## src/rtl/core/assert_macros.svh

```systemverilog
// ----------------------------------------------------------------------------
// Assertion macros used by the draw engine RTL
// Clocked on clock, disabled while reset is high.
// ----------------------------------------------------------------------------
`ifndef ASSERT_MACROS_SVH
`define ASSERT_MACROS_SVH

// Same-cycle implication check
`define MFDE_ASSERT_NOW(label, ante, cons, msg) \
   label: assert property (@(posedge clock) disable iff (reset) (ante) |-> (cons)) \
      else $error(msg);

// Next-cycle implication check
`define MFDE_ASSERT_NEXT(label, ante, cons, msg) \
   label: assert property (@(posedge clock) disable iff (reset) (ante) |=> (cons)) \
      else $error(msg);

`endif

```

## src/rtl/core/mfde_pkg.sv

```systemverilog
// ----------------------------------------------------------------------------
// mfde_pkg
// Types, codes and defaults shared by the framebuffer draw engine.
// ----------------------------------------------------------------------------
package mfde_pkg;

   localparam int SCREEN_WIDTH_DEF  = 128;
   localparam int SCREEN_HEIGHT_DEF = 64;

   typedef enum logic [4:0] {
      OP_SET_PIXEL    = 5'd0,
      OP_CLEAR_PIXEL  = 5'd1,
      OP_INVERT_PIXEL = 5'd2,
      OP_GET_PIXEL    = 5'd3,
      OP_LINE         = 5'd4,
      OP_CLEAR_LINE   = 5'd5,
      OP_DASHED_LINE  = 5'd6,
      OP_RECT         = 5'd7,
      OP_FILL_RECT    = 5'd8,
      OP_CLEAR_RECT   = 5'd9,
      OP_INVERT_AREA  = 5'd10,
      OP_CIRCLE       = 5'd11,
      OP_FILL_CIRCLE  = 5'd12,
      OP_CLEAR_CIRCLE = 5'd13,
      OP_CLEAR_AREA   = 5'd14,
      OP_SHIFT_UP     = 5'd15,
      OP_READ_BYTE    = 5'd16
   } opcode_type;

   typedef enum logic [1:0] {
      MODE_SET    = 2'd0,
      MODE_CLEAR  = 2'd1,
      MODE_INVERT = 2'd2
   } mode_type;

   localparam logic [1:0] AREA_BANNER = 2'd0;
   localparam logic [1:0] AREA_MAIN   = 2'd1;
   localparam logic [1:0] AREA_ALL    = 2'd2;

   typedef struct packed {
      opcode_type  opcode;
      logic [7:0]  x_a;
      logic [7:0]  y_a;
      logic [7:0]  x_b;
      logic [7:0]  y_b;
      logic [6:0]  radius;
   } cmd_type;

   typedef struct packed {
      logic        valid;
      mode_type    mode;
      logic [7:0]  x;
      logic [7:0]  y;
   } pix_type;

   typedef enum logic [2:0] {
      W_IDLE, W_POINT, W_LSETUP, W_LINE, W_RECT, W_FILL, W_CUPD, W_CPTS
   } walk_state_type;

   typedef enum logic [3:0] {
      ST_CLEAR, ST_IDLE, ST_WALK, ST_RMW, ST_AREA, ST_SH_SRC1, ST_SH_SRC2,
      ST_SH_DST, ST_SH_WRITE, ST_FETCH, ST_CAPTURE, ST_DONE
   } ctl_state_type;

   function automatic mode_type mode_of(input opcode_type op);
      mode_type m;
      m = MODE_SET;
      unique case (op)
         OP_CLEAR_PIXEL, OP_CLEAR_LINE, OP_CLEAR_RECT, OP_CLEAR_CIRCLE: m = MODE_CLEAR;
         OP_INVERT_PIXEL, OP_INVERT_AREA:                               m = MODE_INVERT;
         default:                                                       m = MODE_SET;
      endcase
      return m;
   endfunction

endpackage

```

## src/rtl/core/mfde_walk.sv

```systemverilog
// ----------------------------------------------------------------------------
// mfde_walk
// Shape walker: turns a pixel, line, rectangle or circle request into a
// stream of pixel writes, one per handshake with the store controller.
// ----------------------------------------------------------------------------
module mfde_walk import mfde_pkg::*; (
   input  logic    clock,
   input  logic    reset,
   input  logic    start,
   input  cmd_type cmd,
   input  logic    pix_ready,
   output pix_type pix,
   output logic    busy
);

   walk_state_type state_ff, state_in;
   cmd_type               cmd_ff, cmd_in;
   mode_type              mode_ff, mode_in;
   logic [7:0]            lax_ff, lax_in, lay_ff, lay_in, lbx_ff, lbx_in;
   logic [7:0]            dx_ff, dx_in, dy_ff, dy_in;
   logic signed [9:0]     err_ff, err_in;
   logic                  yneg_ff, yneg_in, steep_ff, steep_in;
   logic [7:0]            i_ff, i_in, j_ff, j_in;
   logic [1:0]            ph_ff, ph_in;
   logic [7:0]            cx_ff, cx_in;
   logic signed [11:0]    f_ff, f_in, ddx_ff, ddx_in, ddy_ff, ddy_in;
   logic                  first_ff, first_in;
   logic [2:0]            k_ff, k_in;

   // line setup terms
   logic [7:0]         adx, ady, p_ax, p_ay, p_bx, p_by, s_ax, s_ay, s_bx, s_by;
   logic               steep;
   logic signed [9:0]  err_step;
   // rectangle and circle terms
   logic [7:0]         lim, half, col, span_last;
   logic               filled, last_k, fpos;
   logic signed [11:0] ddy_n, f1, ddx_n;

   always_comb begin
      state_in = state_ff;
      cmd_in   = cmd_ff;
      mode_in  = mode_ff;
      lax_in   = lax_ff;
      lay_in   = lay_ff;
      lbx_in   = lbx_ff;
      dx_in    = dx_ff;
      dy_in    = dy_ff;
      err_in   = err_ff;
      yneg_in  = yneg_ff;
      steep_in = steep_ff;
      i_in     = i_ff;
      j_in     = j_ff;
      ph_in    = ph_ff;
      cx_in    = cx_ff;
      f_in     = f_ff;
      ddx_in   = ddx_ff;
      ddy_in   = ddy_ff;
      first_in = first_ff;
      k_in     = k_ff;
      pix       = '0;
      pix.mode  = mode_ff;

      // line setup: order the end points along the major axis
      adx   = (cmd_ff.x_b >= cmd_ff.x_a) ? cmd_ff.x_b - cmd_ff.x_a : cmd_ff.x_a - cmd_ff.x_b;
      ady   = (cmd_ff.y_b >= cmd_ff.y_a) ? cmd_ff.y_b - cmd_ff.y_a : cmd_ff.y_a - cmd_ff.y_b;
      steep = ady > adx;
      p_ax  = steep ? cmd_ff.y_a : cmd_ff.x_a;
      p_ay  = steep ? cmd_ff.x_a : cmd_ff.y_a;
      p_bx  = steep ? cmd_ff.y_b : cmd_ff.x_b;
      p_by  = steep ? cmd_ff.x_b : cmd_ff.y_b;
      s_ax  = (p_ax > p_bx) ? p_bx : p_ax;
      s_ay  = (p_ax > p_bx) ? p_by : p_ay;
      s_bx  = (p_ax > p_bx) ? p_ax : p_bx;
      s_by  = (p_ax > p_bx) ? p_ay : p_by;
      err_step = err_ff - $signed({2'b00, dy_ff});

      // rectangle and circle selection
      lim      = ph_ff[1] ? cmd_ff.y_b : cmd_ff.x_b;
      filled   = cmd_ff.opcode != OP_CIRCLE;
      half     = k_ff[1] ? i_ff : cx_ff;
      col      = cmd_ff.x_a;
      unique case (k_ff[1:0])
         2'd0: begin col = cmd_ff.x_a + i_ff; half = cx_ff; end
         2'd1: begin col = cmd_ff.x_a - i_ff; half = cx_ff; end
         2'd2: begin col = cmd_ff.x_a + cx_ff; half = i_ff; end
         2'd3: begin col = cmd_ff.x_a - cx_ff; half = i_ff; end
         default: begin col = cmd_ff.x_a; half = i_ff; end
      endcase
      span_last = {half[6:0], 1'b0};
      last_k    = filled ? (first_ff ? (k_ff == 3'd0) : (k_ff == 3'd3)) : (k_ff == 3'd7);
      fpos      = !f_ff[11];
      ddy_n     = fpos ? ddy_ff + 12'sd2 : ddy_ff;
      f1        = fpos ? f_ff + ddy_n : f_ff;
      ddx_n     = ddx_ff + 12'sd2;

      unique case (state_ff)
         W_IDLE: begin
            if (start) begin
               cmd_in   = cmd;
               mode_in  = mode_of(cmd.opcode);
               i_in     = '0;
               j_in     = '0;
               ph_in    = '0;
               k_in     = '0;
               first_in = 1'b1;
               // circle offsets: i is x, cx is y
               i_in     = '0;
               cx_in    = {1'b0, cmd.radius};
               f_in     = 12'sd1 - $signed({5'b0, cmd.radius});
               ddx_in   = 12'sd1;
               ddy_in   = -$signed({4'b0, cmd.radius, 1'b0});
               unique case (cmd.opcode)
                  OP_SET_PIXEL, OP_CLEAR_PIXEL, OP_INVERT_PIXEL: state_in = W_POINT;
                  OP_LINE, OP_CLEAR_LINE, OP_DASHED_LINE:        state_in = W_LSETUP;
                  OP_RECT:                                       state_in = W_RECT;
                  OP_FILL_RECT, OP_CLEAR_RECT, OP_INVERT_AREA: begin
                     state_in = (cmd.x_b == '0 || cmd.y_b == '0) ? W_IDLE : W_FILL;
                  end
                  OP_CIRCLE, OP_FILL_CIRCLE, OP_CLEAR_CIRCLE:    state_in = W_CPTS;
                  default:                                       state_in = W_IDLE;
               endcase
            end
         end
         W_POINT: begin
            pix.valid = 1'b1;
            pix.x     = cmd_ff.x_a;
            pix.y     = cmd_ff.y_a;
            if (pix_ready) begin
               state_in = W_IDLE;
            end
         end
         W_LSETUP: begin
            steep_in = steep;
            lax_in   = s_ax;
            lay_in   = s_ay;
            lbx_in   = s_bx;
            dx_in    = s_bx - s_ax;
            dy_in    = (s_by >= s_ay) ? s_by - s_ay : s_ay - s_by;
            err_in   = $signed({3'b000, dx_in[7:1]});
            yneg_in  = !(s_ay < s_by);
            state_in = W_LINE;
         end
         W_LINE: begin
            // step along the major axis; end point excluded
            if (lax_ff < lbx_ff) begin
               pix.valid = (cmd_ff.opcode != OP_DASHED_LINE) || !lax_ff[0];
               pix.x     = steep_ff ? lay_ff : lax_ff;
               pix.y     = steep_ff ? lax_ff : lay_ff;
               if (!pix.valid || pix_ready) begin
                  lax_in = lax_ff + 8'd1;
                  err_in = err_step;
                  if (err_step < 0) begin
                     lay_in = yneg_ff ? lay_ff - 8'd1 : lay_ff + 8'd1;
                     err_in = err_step + $signed({2'b00, dx_ff});
                  end
               end
            end else begin
               state_in = W_IDLE;
            end
         end
         W_RECT: begin
            // top row, bottom row, left column, right column
            if (i_ff < lim) begin
               pix.valid = 1'b1;
               unique case (ph_ff)
                  2'd0: begin pix.x = cmd_ff.x_a + i_ff; pix.y = cmd_ff.y_a; end
                  2'd1: begin
                     pix.x = cmd_ff.x_a + i_ff;
                     pix.y = cmd_ff.y_a + cmd_ff.y_b - 8'd1;
                  end
                  2'd2: begin pix.x = cmd_ff.x_a; pix.y = cmd_ff.y_a + i_ff; end
                  2'd3: begin
                     pix.x = cmd_ff.x_a + cmd_ff.x_b - 8'd1;
                     pix.y = cmd_ff.y_a + i_ff;
                  end
                  default: begin pix.x = cmd_ff.x_a; pix.y = cmd_ff.y_a; end
               endcase
               if (pix_ready) begin
                  i_in = i_ff + 8'd1;
               end
            end else begin
               i_in  = '0;
               ph_in = ph_ff + 2'd1;
               if (ph_ff == 2'd3) begin
                  state_in = W_IDLE;
               end
            end
         end
         W_FILL: begin
            pix.valid = 1'b1;
            pix.x     = cmd_ff.x_a + i_ff;
            pix.y     = cmd_ff.y_a + j_ff;
            if (pix_ready) begin
               if (j_ff == cmd_ff.y_b - 8'd1) begin
                  j_in = '0;
                  i_in = i_ff + 8'd1;
                  if (i_ff == cmd_ff.x_b - 8'd1) begin
                     state_in = W_IDLE;
                  end
               end else begin
                  j_in = j_ff + 8'd1;
               end
            end
         end
         W_CUPD: begin
            // midpoint step
            cx_in    = fpos ? cx_ff - 8'd1 : cx_ff;
            ddy_in   = ddy_n;
            i_in     = i_ff + 8'd1;
            ddx_in   = ddx_n;
            f_in     = f1 + ddx_n;
            k_in     = '0;
            j_in     = '0;
            state_in = W_CPTS;
         end
         W_CPTS: begin
            pix.valid = 1'b1;
            if (filled) begin
               pix.x = col;
               pix.y = cmd_ff.y_a - half + j_ff;
            end else begin
               unique case (k_ff)
                  3'd0: begin pix.x = cmd_ff.x_a + i_ff;  pix.y = cmd_ff.y_a + cx_ff; end
                  3'd1: begin pix.x = cmd_ff.x_a - i_ff;  pix.y = cmd_ff.y_a + cx_ff; end
                  3'd2: begin pix.x = cmd_ff.x_a + i_ff;  pix.y = cmd_ff.y_a - cx_ff; end
                  3'd3: begin pix.x = cmd_ff.x_a - i_ff;  pix.y = cmd_ff.y_a - cx_ff; end
                  3'd4: begin pix.x = cmd_ff.x_a + cx_ff; pix.y = cmd_ff.y_a + i_ff;  end
                  3'd5: begin pix.x = cmd_ff.x_a - cx_ff; pix.y = cmd_ff.y_a + i_ff;  end
                  3'd6: begin pix.x = cmd_ff.x_a + cx_ff; pix.y = cmd_ff.y_a - i_ff;  end
                  3'd7: begin pix.x = cmd_ff.x_a - cx_ff; pix.y = cmd_ff.y_a - i_ff;  end
                  default: begin pix.x = cmd_ff.x_a; pix.y = cmd_ff.y_a; end
               endcase
            end
            if (pix_ready) begin
               if (filled && j_ff != span_last) begin
                  j_in = j_ff + 8'd1;
               end else begin
                  j_in = '0;
                  if (last_k) begin
                     first_in = 1'b0;
                     k_in     = '0;
                     state_in = (i_ff < cx_ff) ? W_CUPD : W_IDLE;
                  end else begin
                     k_in = k_ff + 3'd1;
                  end
               end
            end
         end
         default: state_in = W_IDLE;
      endcase
   end

   // hold walker state
   always_ff @(posedge clock) begin
      if (reset) begin
         state_ff <= W_IDLE;
      end else begin
         state_ff <= state_in;
      end
      cmd_ff   <= cmd_in;
      mode_ff  <= mode_in;
      lax_ff   <= lax_in;
      lay_ff   <= lay_in;
      lbx_ff   <= lbx_in;
      dx_ff    <= dx_in;
      dy_ff    <= dy_in;
      err_ff   <= err_in;
      yneg_ff  <= yneg_in;
      steep_ff <= steep_in;
      i_ff     <= i_in;
      j_ff     <= j_in;
      ph_ff    <= ph_in;
      cx_ff    <= cx_in;
      f_ff     <= f_in;
      ddx_ff   <= ddx_in;
      ddy_ff   <= ddy_in;
      first_ff <= first_in;
      k_ff     <= k_in;
   end

   assign busy  = state_ff != W_IDLE;

endmodule

```

## config.mk

```make
export PLATFORM = sky130hd
export DESIGN_NAME = mfde_walk
export DESIGN_NICKNAME = d
export VERILOG_FILES = /design/src/rtl/core/assert_macros.svh /design/src/rtl/core/mfde_pkg.sv /design/src/rtl/core/mfde_walk.sv
export SDC_FILE = /design/constraint.sdc
export NUM_CORES = 1
export LEC_CHECK = 0
export BUFFER_PORTS_ARGS = -buffer_cell sky130_fd_sc_hd__buf_2
export CORE_MARGIN = 5
export CORE_UTILIZATION = 65
export CTS_BUF_LIST = sky130_fd_sc_hd__clkbuf_4 sky130_fd_sc_hd__clkbuf_8 sky130_fd_sc_hd__clkbuf_16
export DETAILED_ROUTE_END_ITERATION = 6
export GPL_TIMING_DRIVEN = 0
export PLACE_DENSITY = 0.87
export SYNTH_ARGS = -nofsm -noshare
export SYNTH_HDL_FRONTEND = slang
export SYNTH_SLANG_ARGS = --single-unit
```

## constraint.sdc

```tcl
create_clock -name clock -period 19.8 [get_ports clock]
set_input_delay 0.99 -clock clock [delete_from_list [all_inputs] [get_ports clock]]
set_output_delay 0.99 -clock clock [all_outputs]
set_load 0.02 [all_outputs]
```

# Word level (Yosys, flattened, before mapping)
# Index checks and enable logic that the tools add are counted.
classes:
  addsub: 40
  magnitude_cmp: 10
  eq_ne: 53
  muxes: 90
  n_reduce_logical: 42
op_table:
  columns: ["cell", "n"]
  rows:
  - ["$mux W8", 31]
  - ["$pmux W16 S8", 1]
  - ["$pmux W8 S4", 3]
  - ["$sub A8 B8 Y8", 12]
  - ["$pmux W16 S5", 1]
  - ["$pmux W12 S2", 3]
  - ["$add A8 B8 Y8", 8]
  - ["$pmux W16 S4", 1]
  - ["$pmux W8 S2", 4]
  - ["$mux W12", 5]
  - ["$mux W3", 17]
  - ["$mux W16", 3]
  - ["$sub A8 B1 Y8 const B", 6]
  - ["$add A8 B1 Y8 const B", 4]
  - ["$lt A8 B8 Y1", 4]
  - ["$eq A5 B4 Y1 const B", 6]
  - ["$mux W10", 3]
  - ["$ne A2 B2 Y1 const B", 15]
  - ["$add A12 B12 Y12", 2]
  - ["$add A12 B3 Y12 const B", 2]
  - ["$eq A3 B3 Y1 const B", 8]
  - ["$ge A8 B8 Y1", 3]
  - ["$pmux W3 S8", 1]
  - ["$eq A5 B3 Y1 const B", 4]
  - ["45 further kinds", 88]
totals:
  regBits: 160
  inputBits: 48
  output_inout_bits: 20
  wordCells: 259

# Longest topological paths before layout
logic_depth:
  word_depth: 8
  mapped_depth: 54

# Worst setup path after synthesis
# Ideal clock, no wire load.
synth_timing:
  path_kind: "register to register"
  start: "reg cmd_ff[24] in the netlist's numbering"
  end: "reg dy_ff[7] (data pin)"
  setup_ps: 260
  arrival_time_ps: 10482
  path_slack_ps: 9058
  path_stages_with_launch: 52
  period_less_slack_ps: 10742
  cell_sequence: "edfxtp_1 buf_2 inv_1 ha_1 nor4_1 nor3_1 a311oi_1 o21ai_0 nand2b_1 clkbuf_1 mux2_2 a22oi_1 o211ai_1 a21oi_1 o21ai_0 xor2_1 ha_1 o21ai_0 [... 16 more ...] nor2_1 a211oi_1 a31o_2 inv_1 ha_1 inv_1 fa_1 a21o_1 a211oi_2 o211ai_1 and2_1 a221o_1 a221o_1 a221o_1 a221oi_2 o21ai_1 a221oi_2 xnor2_1"
synth_between:
  elab_chain_cells: 8
synth_rtl:
  columns: ["item", "line_no", "source"]
  rows:
  - ["start: declaration", "mfde_walk.sv:17", "cmd_type cmd_ff, cmd_in;"]
  - ["start signal: assignment", "mfde_walk.sv:260", "cmd_ff <= cmd_in;"]
  - ["$sub A8 B8 Y8 / $ge A8 B8 Y1 (equally long branches)", "mfde_walk.sv:65", "ady = (cmd_ff.y_b >= cmd_ff.y_a) ? cmd_ff.y_b - cmd_ff.y_a : cmd_ff.y_a - cmd_ff.y_b;"]
  - ["$mux W8", "mfde_walk.sv:65", null]
  - ["$gt A8 B8 Y1", "mfde_walk.sv:66", "steep = ady > adx;"]
  - ["$mux W8 (on tied branches)", "mfde_walk.sv:67, mfde_walk.sv:69", null]
  - ["$gt A8 B8 Y1", "mfde_walk.sv:72, mfde_walk.sv:74", null]
  - ["$mux W8 (on tied branches)", "mfde_walk.sv:72, mfde_walk.sv:74", null]
  - ["$sub A8 B8 Y8 / $ge A8 B8 Y1 (equally long branches)", "mfde_walk.sv:138", "dy_in = (s_by >= s_ay) ? s_by - s_ay : s_ay - s_by;"]
  - ["$mux W8 (*)", "mfde_walk.sv:138", null]
  - ["end signal: assignment", "mfde_walk.sv:266", "dy_ff <= dy_in;"]
  - ["end: declaration", "mfde_walk.sv:20", "logic [7:0] dx_ff, dx_in, dy_ff, dy_in;"]
# Every way passes the cells marked *; elsewhere a longest branch is shown, timed or not.
# A chain may end at the register's enable or synchronous reset.

# Final worst setup path
layout_timing:
  start: "reg cmd_ff[32] in the netlist's numbering"
  end: "reg dy_ff[7] (data pin)"
layout_between:
  elab_chain_cells: 8
layout_rtl:
  columns: ["item", "line_no", "source"]
  rows:
  - ["$sub A8 B8 Y8 / $ge A8 B8 Y1 (equally long branches)", "mfde_walk.sv:64", "adx = (cmd_ff.x_b >= cmd_ff.x_a) ? cmd_ff.x_b - cmd_ff.x_a : cmd_ff.x_a - cmd_ff.x_b;"]
  - ["$mux W8", "mfde_walk.sv:64", null]
  - ["$gt A8 B8 Y1", "mfde_walk.sv:66", null]
  - ["$mux W8 (on tied branches)", "mfde_walk.sv:67, mfde_walk.sv:69", null]
  - ["$gt A8 B8 Y1", "mfde_walk.sv:72, mfde_walk.sv:74", null]
  - ["$mux W8 (on tied branches)", "mfde_walk.sv:72, mfde_walk.sv:74", null]
  - ["$sub A8 B8 Y8 / $ge A8 B8 Y1 (equally long branches)", "mfde_walk.sv:138", null]
  - ["$mux W8 (*)", "mfde_walk.sv:138", null]
# Marked as above.

==> flow_metrics.py <==
metrics = {
    "outcome": {
        "outcome": "finished clean",
    },
    "hold_path": {
        "min_path_type": "flop to flop",
    },
    "die": {
        "die_w_um": 179,
        "rows": 62,
        "pin_count": 68,
        "start_util": 0.653,
        "die_h_um": 179,
        "die_area_mm2": 0.0321,
        "fp.coreArea_mm2": 0.0285,
    },
    "setup_path": {
        "path_max_fanout": 17,
        "cp-start-kind": "flop",
        "slowest_delay_ns": 1.05,
        "critPathSlowestCell": "edfxtp_1",
        "cp-end-kind": "flop",
        "path_class": "flop to flop",
        "arrival_ns": 13.86,
        "crit_required_ns": 19.98,
    },
    "clocking": {
        "cts_tree": "done",
        "postCtsSetupRepairBufs": 0,
        "cts_max_level": 4,
        "clk_path_buf_depth": 2,
        "cts_buffers": 17,
        "cts_resized": 0,
        "clk_pin_slew_ns": 0.07,
        "root_buffer": "clkbuf_16",
        "clock-sinks": 158,
        "hold_buffers": 0,
        "clock_latency_ns": 0.45,
    },
    "synthesis": {
        "ys_async_sr_fraction": 0,
        "synth_cell_type_count": 77,
        "synth_edf_count": 155,
        "synth_area_leaders": "edfxtp_1 (25%), ha_1 (16%), xnor2_1 (6.6%)",
        "synth_ff_type": "edfxtp_1",
        "netlist_top_cells_count": "ha_1 (241), inv_1 (213), a21oi_1 (181)",
        "syn_inst": 2165,
        "synth_most_common_cell": "ha_1",
        "syn_area_mm2": 0.0186,
        "avgSynthCellArea_um2": 8.59,
        "yosys_warnings": 0,
        "yosysTopAreaCellShare": 0.250,
        "synth_nets": 2483,
        "yosysTopAreaCell": "edfxtp_1",
        "synth_seq_cells": 158,
        "synth_seq_area_share": 0.254,
    },
    "place": {
        "io_buffers": 66,
        "post-place-ws_ns": 6.55,
        "place.gp.congestion": 1.10,
        "dp_hpwl_mm": 48.1,
    },
    "sta": {
        "setup_ws_ns": 6.12,
        "fmax_ghz": 0.0731,
        "finalHoldViolCount": 0,
        "maxSlewHeadroom": 0.145,
        "setup_viol": 0,
        "final-max-slew-violation-count": 0,
        "min_period_ns": 13.68,
        "worst_pin_slew_ns": 1.27,
        "finalCritPeriodShare": 0.691,
        "fin_worst_skew_ns": 0.0159,
        "tns_ns": 0,
        "rsz0062_at_grt": "false",
    },
    "global_routing": {
        "grt_max_degree": 40,
        "grt_first_pass_wirelength_mm": 92.3,
        "grt_busiest_layer": "met2",
        "use_met1": 0.449,
        "track_usage": 0.376,
        "gr-usage-met3": 0.0650,
        "grt-ovfl-total": 0,
        "grt_pass1_vias": 17100,
        "met2_usage": 0.621,
        "antenna_found_initial": 1,
    },
    "route": {
        "drt_first_iter_violations": 1949,
        "via_per_inst": 6.57,
        "vias": 17402,
        "antenna_left": 0,
        "dr.pass1.iters": 6,
        "drc": 0,
        "drt-total-wl_mm": 60.9,
        "wl_per_cell_um": 23.0,
    },
    "run": {
        "cap_violations": 0,
    },
    "final_layout": {
        "area_growth_syn_to_layout_pct": 7.62,
        "final_nets": 2571,
        "antenna_cells": 0,
        "drive_above_1_share": 0.0666,
    },
}
==> cells in the final DEF (no fill, tap or decap), types with 23 or more instances in the layout <==
cell type	Yosys	routed
ha_1	241	241
inv_1	213	212
a21oi_1	181	180
nor2_1	169	168
edfxtp_1	155	155
nand2_1	142	141
xnor2_1	140	140
o21ai_0	131	131
clkbuf_1	75	75
buf_2	7	74
mux2i_1	72	72
xor2_1	67	67
nand3_1	46	46
a21o_1	46	46
nor3_1	37	37
o211ai_1	35	35
o21bai_1	34	34
fa_1	29	29
nor2b_1	26	26
a22oi_1	24	24
and2_1	23	23
==> final timing paths <==
| path | cells after the start | end | start | slack (ns) |
|---|---|---|---|---|
| min reg2reg | 1 | k_ff[0] | k_ff[0] | 0.64 |
| max reg2reg | 47 | dy_ff[7] | cmd_ff[32] | 6.12 |
| min | 1 | k_ff[0] | k_ff[0] | 0.64 |
| max | 47 | dy_ff[7] | cmd_ff[32] | 6.12 |
==> cells by family after synthesis <==
| family | count (synthesis) | synth area share |
|---|---|---|
| xor gates and xnor gates | 207 | 0.0975 |
| muxes | 84 | 0.0460 |
| buffers and inverters | 302 | 0.0623 |
| adders and majority gates | 275 | 0.196 |
| AOI/OAI and AO/OA | 609 | 0.211 |
| DFF | 158 | 0.254 |
| and+or+nand+nor | 530 | 0.133 |
==> stage by stage <==
stage	util	std cells	hold slack (ns)	instance area [um^2]
after floorplan	-	2165	0.580	18600
after global placement	0.682	2615	0.613	19400
after detailed placement	0.683	2618	0.633	19400
after CTS	0.703	2650	0.643	20000
after global routing	0.703	2650	0.671	20000
final	0.703	2650	0.644	20000
==> layer usage <==
metal | part of all wire | wire length, um | vias to the layer above
li1 | - | - | 7926
met1 | 0.36 | 22000 | 8055
met3 | 0.11 | 6470 | 285
met4 | 0.078 | 4750 | 0
met5 | 0 | 0 | -
met2 | 0.45 | 27700 | 1136
==> critical path, delay by kind of cell (launching register included) <==
family	cells	cell delay, ns
AND/OR/NAND/NOR	12	2.93
AO/OA/AOI/OAI	19	4.31
multiplexers	1	0.41
adder cells (fa/ha/maj)	5	1.74
XOR/XNOR	2	0.45
buffers and inverters	8	2.51
flip-flops	1	1.05
==> registers in the layout (all words and copies together) (netlist names), 10 cells and up <==
register and cells:
err_ff 10, cmd_ff 37, ddx_ff 11, ddy_ff 11, f_ff 12
==> cell type report <==
class / instances / area, um^2
Clock inverter: 13 / 121
Buffer: 87 / 350
Sequential cell: 158 / 4710
Fill cell: 2261 / 8460
Multi-Input combinational cell: 1705 / 12700
Timing Repair Buffer: 69 / 365
Tap cell: 384 / 480
Inverter: 215 / 807
Clock buffer: 19 / 440
Power is not shown: default switching activity piles up to over one toggle a cycle in this logic, so the estimate is an artifact.
